`config.mk`:
```
export PLATFORM = sky130hd
export DESIGN_NAME = sorted_list_table
export DESIGN_NICKNAME = d
export VERILOG_FILES = /design/src/design/slt_pkg.sv /design/src/design/slt_cell.sv /design/src/design/sorted_list_table.sv
export SDC_FILE = /design/constraint.sdc
export NUM_CORES = 1
export LEC_CHECK = 0
export ABC_CLOCK_PERIOD_IN_PS = 4600
export BUFFER_PORTS_ARGS = -buffer_cell sky130_fd_sc_hd__buf_2
export CAP_MARGIN = 0
export CORE_MARGIN = 4
export CORE_UTILIZATION = 60
export CTS_BUF_LIST = sky130_fd_sc_hd__clkbuf_4 sky130_fd_sc_hd__clkbuf_8 sky130_fd_sc_hd__clkbuf_16
export DETAILED_ROUTE_END_ITERATION = 10
export PLACE_DENSITY = 0.85
export REMOVE_ABC_BUFFERS = 1
export SYNTH_ARGS = -nofsm -noshare
export SYNTH_HDL_FRONTEND = slang
export SYNTH_SLANG_ARGS = --single-unit
```
`constraint.sdc`:
```
create_clock -name clk -period 4.6 [get_ports clk]
set_input_delay 0.69 -clock clk [delete_from_list [all_inputs] [get_ports clk]]
set_output_delay 0.69 -clock clk [all_outputs]
set_load 0.03 [all_outputs]
```
`src/design/slt_pkg.sv`:
```
package slt_pkg;

	localparam int CAPACITY_DEF    = 16;
	localparam int VALUE_WIDTH_DEF = 16;
	localparam int IN_VALUE_W      = 16;
	localparam int POS_W           = 5;
	localparam int COUNT_OUT_W     = 5;

	typedef enum logic [1:0] {
		CMD_INSERT    = 2'd0,
		CMD_DEL_VALUE = 2'd1,
		CMD_DEL_POS   = 2'd2,
		CMD_NOP       = 2'd3
	} cmd_t;

	typedef enum logic [1:0] {
		ST_OK           = 2'd0,
		ST_NOT_FOUND    = 2'd1,
		ST_OUT_OF_RANGE = 2'd2,
		ST_FULL         = 2'd3
	} status_t;

	typedef enum logic [1:0] {
		S_IDLE,
		S_CMP,
		S_APPLY
	} state_t;

	typedef enum logic [1:0] {
		OP_HOLD,
		OP_INSERT,
		OP_DEL_POS,
		OP_DEL_VAL
	} cell_op_t;

	typedef struct packed {
		cell_op_t           op;
		logic [POS_W-1:0]   pos;
	} cell_ctrl_t;

	typedef struct packed {
		cmd_t                  cmd;
		logic [IN_VALUE_W-1:0] value;
		logic [POS_W-1:0]      position;
	} command_t;

	typedef struct packed {
		status_t                status;
		logic [COUNT_OUT_W-1:0] entry_count;
	} result_t;

endpackage

```
`src/design/slt_cell.sv`:
```
module slt_cell import slt_pkg::*; #(
	parameter int IDX         = 0,
	parameter int VALUE_WIDTH = VALUE_WIDTH_DEF,
	parameter int CNT_W       = 5
) (
	input  logic                   clk,
	input  logic [VALUE_WIDTH-1:0] value,
	input  logic [CNT_W-1:0]       count,
	input  cell_ctrl_t             ctrl,
	input  logic [VALUE_WIDTH-1:0] left_entry,
	input  logic                   left_lt,
	input  logic [VALUE_WIDTH-1:0] right_entry,
	output logic [VALUE_WIDTH-1:0] entry,
	output logic                   lt,
	output logic                   eq
);

	localparam int PW = (CNT_W > POS_W) ? CNT_W : POS_W;

	logic [VALUE_WIDTH-1:0] entry_q;
	logic                   lt_q;
	logic                   eq_q;
	logic                   active;
	logic                   at_or_after_pos;

	assign active          = CNT_W'(IDX) < count;
	// 1-based position: this cell and all above it move down
	assign at_or_after_pos = PW'(IDX + 1) >= PW'(ctrl.pos);

	always_ff @(posedge clk) begin
		lt_q <= active && (entry_q < value);
		eq_q <= active && (entry_q == value);
	end

	always_ff @(posedge clk) begin
		case (ctrl.op)
			OP_INSERT: begin
				if (!lt_q) begin
					entry_q <= left_lt ? value : left_entry;
				end
			end
			OP_DEL_POS: begin
				if (at_or_after_pos) begin
					entry_q <= right_entry;
				end
			end
			OP_DEL_VAL: begin
				// the match run starts at the first cell not below the value
				if (!lt_q) begin
					entry_q <= right_entry;
				end
			end
			default: begin
			end
		endcase
	end

	assign entry = entry_q;
	assign lt    = lt_q;
	assign eq    = eq_q;

endmodule

```
`src/design/sorted_list_table.sv`:
```
// channel   direction  handshake            payload
// command   in         start && !busy       command_t: cmd, value, position
// result    out        done, one cycle      result_t: status, entry_count
//
// insert, delete by position and the unused code run a compare cycle in every
// cell, then a shift cycle along the cell chain.
// delete by value repeats the compare/shift pair: each pair
// removes one matching entry, the last pair finds none left.
// the result strobe comes in the cycle after the last shift, with busy low,
// so the next command can be taken in that cycle; the receiver cannot stall.
// reset clears the entry count and the controller; the cells hold no reset.
module sorted_list_table import slt_pkg::*; #(
	parameter int CAPACITY    = CAPACITY_DEF,
	parameter int VALUE_WIDTH = VALUE_WIDTH_DEF
) (
	input  logic     clk,
	input  logic     arst_n,
	input  logic     start,
	output logic     busy,
	input  command_t command,
	output logic     done,
	output result_t  result
);

	localparam int CNT_W = $clog2(CAPACITY + 1);
	localparam int PW    = (CNT_W > POS_W) ? CNT_W : POS_W;

	state_t                 state_q, state_d;
	cmd_t                   cmd_q;
	logic [VALUE_WIDTH-1:0] value_q;
	logic [POS_W-1:0]       pos_q;
	logic [CNT_W-1:0]       count_q, count_d;
	logic                   removed_q;
	logic                   done_q;
	result_t                result_q;

	logic [VALUE_WIDTH+IN_VALUE_W-1:0] value_wide;
	logic                   accept;
	logic                   any_eq;
	logic                   finish;
	logic                   full;
	logic                   pos_ok;
	status_t                status_d;
	cell_ctrl_t             ctrl;
	logic [PW-1:0]          count_ext;

	logic [VALUE_WIDTH-1:0] entry_vec [CAPACITY];
	logic [CAPACITY-1:0]    lt_vec;
	logic [CAPACITY-1:0]    eq_vec;

	assign accept     = start && !busy;
	assign value_wide = {VALUE_WIDTH'(0), command.value};
	assign any_eq     = |eq_vec;
	assign full       = count_q >= CNT_W'(CAPACITY);
	assign pos_ok     = (pos_q != '0) && (PW'(pos_q) <= PW'(count_q));

	always_ff @(posedge clk or negedge arst_n) begin
		if (!arst_n) begin
			state_q   <= S_IDLE;
			count_q   <= '0;
			removed_q <= 1'b0;
			done_q    <= 1'b0;
		end else begin
			state_q <= state_d;
			count_q <= count_d;
			done_q  <= finish;
			if (accept) begin
				removed_q <= 1'b0;
			end else if (ctrl.op == OP_DEL_VAL) begin
				removed_q <= 1'b1;
			end
		end
	end

	always_ff @(posedge clk) begin
		if (accept) begin
			cmd_q   <= command.cmd;
			value_q <= value_wide[VALUE_WIDTH-1:0];
			pos_q   <= command.position;
		end
		if (finish) begin
			result_q.status      <= status_d;
			result_q.entry_count <= count_ext[COUNT_OUT_W-1:0];
		end
	end

	// next state
	always_comb begin
		state_d = state_q;
		case (state_q)
			S_IDLE: begin
				if (start) state_d = S_CMP;
			end
			S_CMP: begin
				state_d = S_APPLY;
			end
			S_APPLY: begin
				state_d = (cmd_q == CMD_DEL_VALUE && any_eq) ? S_CMP : S_IDLE;
			end
			default: begin
				state_d = S_IDLE;
			end
		endcase
	end

	// outputs
	always_comb begin
		busy     = state_q != S_IDLE;
		ctrl.op  = OP_HOLD;
		ctrl.pos = pos_q;
		finish   = 1'b0;
		status_d = ST_OK;
		count_d  = count_q;
		if (state_q == S_APPLY) begin
			finish = 1'b1;
			case (cmd_q)
				CMD_INSERT: begin
					if (full) begin
						status_d = ST_FULL;
					end else begin
						ctrl.op = OP_INSERT;
						count_d = count_q + 1'b1;
					end
				end
				CMD_DEL_POS: begin
					if (pos_ok) begin
						ctrl.op = OP_DEL_POS;
						count_d = count_q - 1'b1;
					end else begin
						status_d = ST_OUT_OF_RANGE;
					end
				end
				CMD_DEL_VALUE: begin
					if (any_eq) begin
						// one match out per pass, compare again after the shift
						ctrl.op = OP_DEL_VAL;
						count_d = count_q - 1'b1;
						finish  = 1'b0;
					end else if (!removed_q) begin
						status_d = ST_NOT_FOUND;
					end
				end
				default: begin
				end
			endcase
		end
	end

	assign count_ext = PW'(count_d);

	for (genvar i = 0; i < CAPACITY; i++) begin : g_cell
		logic [VALUE_WIDTH-1:0] left_entry;
		logic                   left_lt;
		logic [VALUE_WIDTH-1:0] right_entry;

		if (i == 0) begin : g_head
			assign left_entry = value_q;
			assign left_lt    = 1'b1;
		end else begin : g_body
			assign left_entry = entry_vec[i-1];
			assign left_lt    = lt_vec[i-1];
		end

		if (i == CAPACITY - 1) begin : g_tail
			assign right_entry = entry_vec[i];
		end else begin : g_next
			assign right_entry = entry_vec[i+1];
		end

		slt_cell #(
			.IDX         (i),
			.VALUE_WIDTH (VALUE_WIDTH),
			.CNT_W       (CNT_W)
		) u_cell (
			.clk         (clk),
			.value       (value_q),
			.count       (count_q),
			.ctrl        (ctrl),
			.left_entry  (left_entry),
			.left_lt     (left_lt),
			.right_entry (right_entry),
			.entry       (entry_vec[i]),
			.lt          (lt_vec[i]),
			.eq          (eq_vec[i])
		);
	end

	assign done   = done_q;
	assign result = result_q;

endmodule

```
Word-level counts from Yosys, hierarchy flattened
Index checks and enable logic that the tools add are counted.
{ "totals": {"regBits": 327, "latch_bits": 0, "ramBits": 0, "mem_bits_ro": 0, "input_bits": 26, "out_inout_bits": 9, "wordCells": 335, "memories": 0} }
{ "classes": {"addsub": 2, "mul": 0, "div": 0, "order_cmp": 49, "n_eq_ne": 69, "shift": 0, "mux": 98, "n_bitwise": 1, "reduce_logical": 59} }
{ "op_table": {"columns": ["op", "n"], "rows": [
  ["$mux W16", 60],
  ["$pmux W16 S3", 15],
  ["$eq A16 B16 Y1", 16],
  ["$lt A16 B16 Y1", 16],
  ["$ne A2 B2 Y1 const B", 31],
  ["$reduce_and A4 Y1", 15],
  ["$ge A4 B5 Y1 const A", 8],
  ["$lt A4 B5 Y1 const A", 8],
  ["$logic_and A1 B1 Y1", 35],
  ["$ne A2 B1 Y1 const B", 15],
  ["$ge A3 B5 Y1 const A", 4],
  ["$lt A3 B5 Y1 const A", 4],
  ["$mux W5", 4],
  ["$pmux W2 S3", 3],
  ["$reduce_or A16 Y1", 1],
  ["$pmux W5 S3", 1],
  ["$mux W2", 6],
  ["$ge A2 B5 Y1 const A", 2],
  ["$lt A1 B5 Y1 const A", 2],
  ["$lt A2 B5 Y1 const A", 2],
  ["$mux W1", 9],
  ["$eq A2 B2 Y1 const B", 4],
  ["$eq A2 B1 Y1 const B", 3],
  ["$add A5 B1 Y5 const B", 1],
  ["other kinds (11)", 13]
]} }

Depth between registers and ports, before layout
{ "depth": {"word_depth": 8, "ltp_mapped": 11, "ltp_nobuf": 8} }

Modules after synthesis
A second synthesis with hierarchy kept.
{ "unflattened": {"hier_cells": 2253, "hier_area_um2": 22469.0} }
{ "by_module_without_submodules": {"columns": ["module", "instances", "cells_per_inst", "area_per_inst_um2", "seq_area_each_um2"], "rows": [
  ["slt_cell (g_cell[0].u_cell ...)", 2, 134, 1312.5, 520.5],
  ["slt_cell (g_cell[4].u_cell ...)", 2, 134, 1303.8, 520.5],
  ["slt_cell (g_cell[11].u_cell ...)", 2, 132, 1290.0, 520.5],
  ["sorted_list_table", 1, 134, 1741.7, 1126.1],
  ["slt_cell (g_cell[13].u_cell)", 1, 132, 1302.5, 520.5],
  ["slt_cell (g_cell[12].u_cell)", 1, 132, 1295.0, 520.5],
  ["slt_cell (g_cell[10].u_cell)", 1, 134, 1293.7, 520.5],
  ["slt_cell (g_cell[2].u_cell)", 1, 131, 1292.5, 520.5],
  ["slt_cell (g_cell[7].u_cell)", 1, 132, 1292.5, 520.5],
  ["slt_cell (g_cell[8].u_cell)", 1, 130, 1292.5, 520.5],
  ["slt_cell (g_cell[3].u_cell)", 1, 133, 1291.2, 520.5],
  ["slt_cell (g_cell[5].u_cell)", 1, 131, 1288.7, 520.5],
  ["slt_cell (g_cell[14].u_cell)", 1, 131, 1287.5, 520.5],
  ["slt_cell (g_cell[15].u_cell)", 1, 133, 1278.7, 520.5]
]} }

Least setup slack after synthesis
OpenSTA, ideal clock, no wires.
{ "synth_timing": {"kind": "reg2reg", "startpoint": "register count_q[1]", "endpoint": "register g_cell[6].u_cell.entry_q[0] (enable)", "setup_ps": 396, "arrival_ps": 3305, "required_time_ps": 4204, "slack_ps": 899, "path_stages_with_launch": 10, "n_path_buf": 1, "synth_period_minus_slack_ps": 3701, "path_cell_list": "dfrtp_1 -> clkbuf_1 -> inv_1 -> ha_1 -> and4_1 -> a221o_1 -> a211oi_2 -> o21ai_2 -> or3_1 -> mux2i_1"} }
{ "synth_via": {"elab_chain_len": 8, "elab_cells_between_ends": 15, "cone_classes": "2 x order compare; 6 x eq/ne; 4 x mux; 3 x reduce/logical"} }
{ "synth_lines": {"columns": ["element", "line_no", "rtl"], "rows": [
  ["start, declared", "sorted_list_table.sv:32", "logic [CNT_W-1:0] count_q, count_d;"],
  ["start signal, assigned", "sorted_list_table.sv:65", "count_q <= count_d;"],
  ["$le A5 B5 Y1", "sorted_list_table.sv:55", "assign pos_ok = (pos_q != '0) && (PW'(pos_q) <= PW'(count_q));"],
  ["$logic_and A1 B1 Y1", "sorted_list_table.sv:55", null],
  ["$mux W2", "sorted_list_table.sv:126", "if (pos_ok) begin"],
  ["$pmux W2 S3 *", "sorted_list_table.sv:116", "case (cmd_q)"],
  ["$mux W2 *", "sorted_list_table.sv:114", "if (state_q == S_APPLY) begin"],
  ["$eq A2 B2 Y1 or $eq A2 B1 Y1 (tied branches)", "slt_cell.sv:36", "case (ctrl.op)"],
  ["$ne A2 B1 Y1 (no line) (tied with other cells)", null, null],
  ["$reduce_and A4 Y1 (no line) *", null, null],
  ["end signal, assigned", "slt_cell.sv:39", "entry_q <= left_lt ? value : left_entry;"],
  ["end signal, assigned", "slt_cell.sv:44", "entry_q <= right_entry;"],
  ["end signal, assigned", "slt_cell.sv:50", "entry_q <= right_entry;"],
  ["end, declared", "slt_cell.sv:20", "logic [VALUE_WIDTH-1:0] entry_q;"]
]} }
Every way passes the cells marked *; elsewhere a longest branch is shown, timed or not.
A chain may end at the register's enable or synchronous reset.

Worst setup path after layout
{ "layout_timing": {"startpoint": "register count_q[2]", "endpoint": "register g_cell[13].u_cell.entry_q[12] (enable)"} }
{ "layout_via": {"elab_chain_len": 8, "elab_cells_between_ends": 15, "cone_classes": "2 x order compare; 6 x eq/ne; 4 x mux; 3 x reduce/logical"} }
{ "layout_lines": {"columns": ["element", "line_no"], "rows": [
  ["$le A5 B5 Y1", "sorted_list_table.sv:55"],
  ["$logic_and A1 B1 Y1", "sorted_list_table.sv:55"],
  ["$mux W2", "sorted_list_table.sv:126"],
  ["$pmux W2 S3 *", "sorted_list_table.sv:116"],
  ["$mux W2 *", "sorted_list_table.sv:114"],
  ["$eq A2 B2 Y1 or $eq A2 B1 Y1 (tied branches)", "slt_cell.sv:36"],
  ["$ne A2 B1 Y1 (no line) (tied with other cells)", null],
  ["$reduce_and A4 Y1 (no line) *", null],
  ["end signal, assigned", "slt_cell.sv:39"],
  ["end signal, assigned", "slt_cell.sv:44"],
  ["end signal, assigned", "slt_cell.sv:50"],
  ["end, declared", "slt_cell.sv:20"]
]} }
Marked as above.

==> impl_metrics.csv <==
group,metric,value,unit
outcome,status,"completed",
cts,cts_tree,"done",
final_layout,instances_no_fill,2455,
drt,routedWlPerCell,22.9,µm
logic_synthesis,synthFlopType,"edfxtp_1",
sta,rsz0062_at_grt,"no",
logic_synthesis,ys_seq_area_share,44.8,%
drt,drcViolationCount,0,
place,hpwl,40.9,mm
critical_path,crit_path_start,"count_q[2]",
hold_path,holdCritStartpoint,"command[8]",
final_layout,layout_commonest_cell,"a21oi_1",
flow_run,maxCapViolations,0,
cts,cts_buffer_depth,3,
cts,htree_num_levels,2,
final_layout,utilization,66.0,%
final_layout,drive_gt1_share,8.80,%
cts,clk_latency,0.53,ns
cts,clock-root-buffer,"clkbuf_16",
sta,finClkSkew,0.0131,ns
hold_path,hold_path_class,"in2reg",
floorplan,boundaryPins,35,
cts,cts_resized,0,
final_layout,stdcell_area,22900,µm²
logic_synthesis,ys_types,51,
global_route,grt.overflow.total,0,
drt,drtPass1Iterations,6,
critical_path,cp_max_fo,33,
drt,drt_iter0_drc,1704,
global_route,grt_max_degree,205,
critical_path,worstSetupEndpointType,"flop",
cts,clock_sinks,327,
global_route,first_global_vias,16300,
sta,finalHoldViolations,0,
pwr,power_density,425,nW/µm²
global_route,antenna_found_initial,0,
critical_path,startpoint_type,"flop",
place,placed_area,21600,µm²
sta,setup_tns,0,ns
pwr,total_power,9.73,mW
final_layout,layout_common_cells,"301 x a21oi_1, 286 x edfxtp_1, 271 x nor2_1",
sta,fin_ws,0.691,ns
sta,worst_pin_slew,1.15,ns
global_route,gr-usage-all-layers,28.5,%
drt,ant_nets,0,
floorplan,die_h,196,µm
logic_synthesis,synth-seq-cells,327,
sta,slew_viol_final,0,
final_layout,diodes,0,
pwr,p_leak,8.87,nW
logic_synthesis,async_reset_ff_share,2.75,%
cts,clkSlewWorstSetupHoldPaths,0.06,ns
drt,viasPerCell,6.61,
pwr,power_switching_share,32.0,%
logic_synthesis,syn_inst,1981,
critical_path,crit_required,4.81,ns
sta,final.min_clock_period,3.91,ns
sta,finalSetupViolations,0,
cts,cts_setup_buffers,0,
place,place_congestion,0.909,
drt,drt_wl_total,56.3,mm
pwr,peakVddDrop,0.000463,V
sta,max_slew_margin,23.4,%
global_route,grt_first_pass_wirelength,87.8,mm
sta,fin_hold_ws,0.334,ns
place,io_buffers,34,
floorplan,core,34600,µm²
pwr,comb_power_share,24.0,%
floorplan,start_util,60.9,%
critical_path,worst-setup-path-type,"reg2reg",
floorplan,die_x,196,µm
pwr,p_int,6.62,mW
pwr,p_seq_share,44.3,%
logic_synthesis,synth_edf_count,286,
place,dp_slack,0.742,ns
critical_path,reg2reg_from,"count_q[2]",
sta,period_share,85.0,%
cts,cts_buffers,38,
final_layout,finalNetCount,2262,
place,place_inst,2386,
logic_synthesis,avgSynthCellArea,10.7,µm²
logic_synthesis,synth_area,21100,µm²
final_layout,area_delta_synth_final,8.37,%
pwr,switching_power,3.11,mW
floorplan,row_count,68,
drt,dr_total_vias,16200,
floorplan,die-area,38200,µm²
critical_path,crit_arrival,4.11,ns
pwr,clkPwrFrac,31.7,%
logic_synthesis,yosys_warnings,0,
sta,fmax,256,MHz
[power groups by stage]
stage / Sequential [mW] / Clock [mW] / Combinational (mW)
after floorplan: 4.19 / 0 / 1.68
after global placement: 4.33 / 0 / 2.18
after detailed placement: 4.35 / 0 / 2.28
after CTS: 4.29 / 3.09 / 2.30
after global routing: 4.34 / 3.21 / 2.55
final: 4.31 / 3.08 / 2.34
[state kept, by name, summed over array words and instances (netlist names)]
| signal | cells |
|---|---|
| count_q | 5 |
| g_cell.u_cell.entry | 256 |
| g_cell.left_entry | 16 |
| pos_q | 5 |
| cmd_q | 2 |
| done | 1 |
| state_q | 2 |
| removed_q | 1 |
| result | 7 |
| g_cell.u_cell.lt | 16 |
| g_cell.u_cell.eq | 16 |
[cell type report]
type,count,area (µm²)
Multi-Input combinational cell,1490,10900
Sequential cell,327,9450
Timing Repair Buffer,73,490
Fill cell,2502,11800
Clock inverter,18,179
Clock buffer,50,1090
Inverter,42,158
Tap cell,455,569
[synth_stat cells, types with 9 or more instances]
cell type / count / area share (%)
o21a_1: 12 / 0.43
edfxtp_1: 286 / 41
buf_2: 19 / 0.45
inv_1: 42 / 0.75
a31oi_1: 9 / 0.27
mux2_2: 30 / 1.6
nand2_1: 39 / 0.69
ha_1: 264 / 16
nand3_1: 23 / 0.55
a21oi_1: 301 / 7.1
buf_6: 15 / 0.80
nand4_1: 49 / 1.5
nor3_1: 14 / 0.33
o21ai_0: 58 / 1.4
a211oi_1: 11 / 0.39
o211ai_1: 27 / 0.96
nor4_1: 21 / 0.62
nand2b_1: 11 / 0.33
dfrtp_1: 9 / 1.1
clkbuf_1: 87 / 1.5
mux2i_1: 226 / 11
dfxtp_1: 32 / 3.0
nor2_1: 271 / 4.8
nor2b_1: 31 / 0.92
o22ai_1: 11 / 0.33
a21o_1: 40 / 1.4
[critical path, cell delays in order (launching register included)]
cell	delay, ns
dfrtp_1	0.58
inv_1	0.22
ha_1	0.35
a211o_1	0.29
a221o_1	0.32
a211oi_2	0.49
o21ai_4	0.20
buf_4	0.30
or2_1	0.30
o22ai_1	0.20
buf_4	0.31
[worst paths after layout]
| check | endpoint | slack (ns) | depth (start not counted) |
|---|---|---|---|
| worst max-delay path | g_cell[13].u_cell.entry[12] | 0.69 | 10 |
| worst min-delay path | g_cell[0].left_entry[3] | 0.33 | 1 |
| worst max register to register | g_cell[13].u_cell.entry[12] | 0.69 | 10 |
| worst min register to register | state_q[1] | 0.49 | 1 |
| max in group asynchronous | count_q[3] | 3.85 | 2 |
| min in group asynchronous | state_q[1] | 0.58 | 2 |
[logic make-up (layout without fill, tap and decap cells)]
logic type | Yosys count | in the layout | synth area share, %
compound gates | 492 | 492 | 13.3
xor+xnor | 1 | 1 | 0.0415
buf+inv | 164 | 183 | 3.58
mux | 256 | 256 | 12.3
simple gates | 477 | 477 | 10.3
flops | 327 | 327 | 44.8
fa+ha+maj | 264 | 264 | 15.7
[routing by layer]
metal	up-vias	part of all wire (%)	global-route usage, %
li1	7480	-	-
met1	7797	40	37.6
met2	807	49	48.1
met3	139	7.7	3.52
met4	0	3.7	11.1
met5	-	0	0
[what timing repair did]
| action | 4_1_cts | 5_1_grt |
|---|---|---|
| hold buffers | 1 | 0 |
| hold endpoints to repair | 5 | 0 |
| setup endpoints to repair | 0 | 0 |
Note: power is estimated with default switching activity, not from simulation.
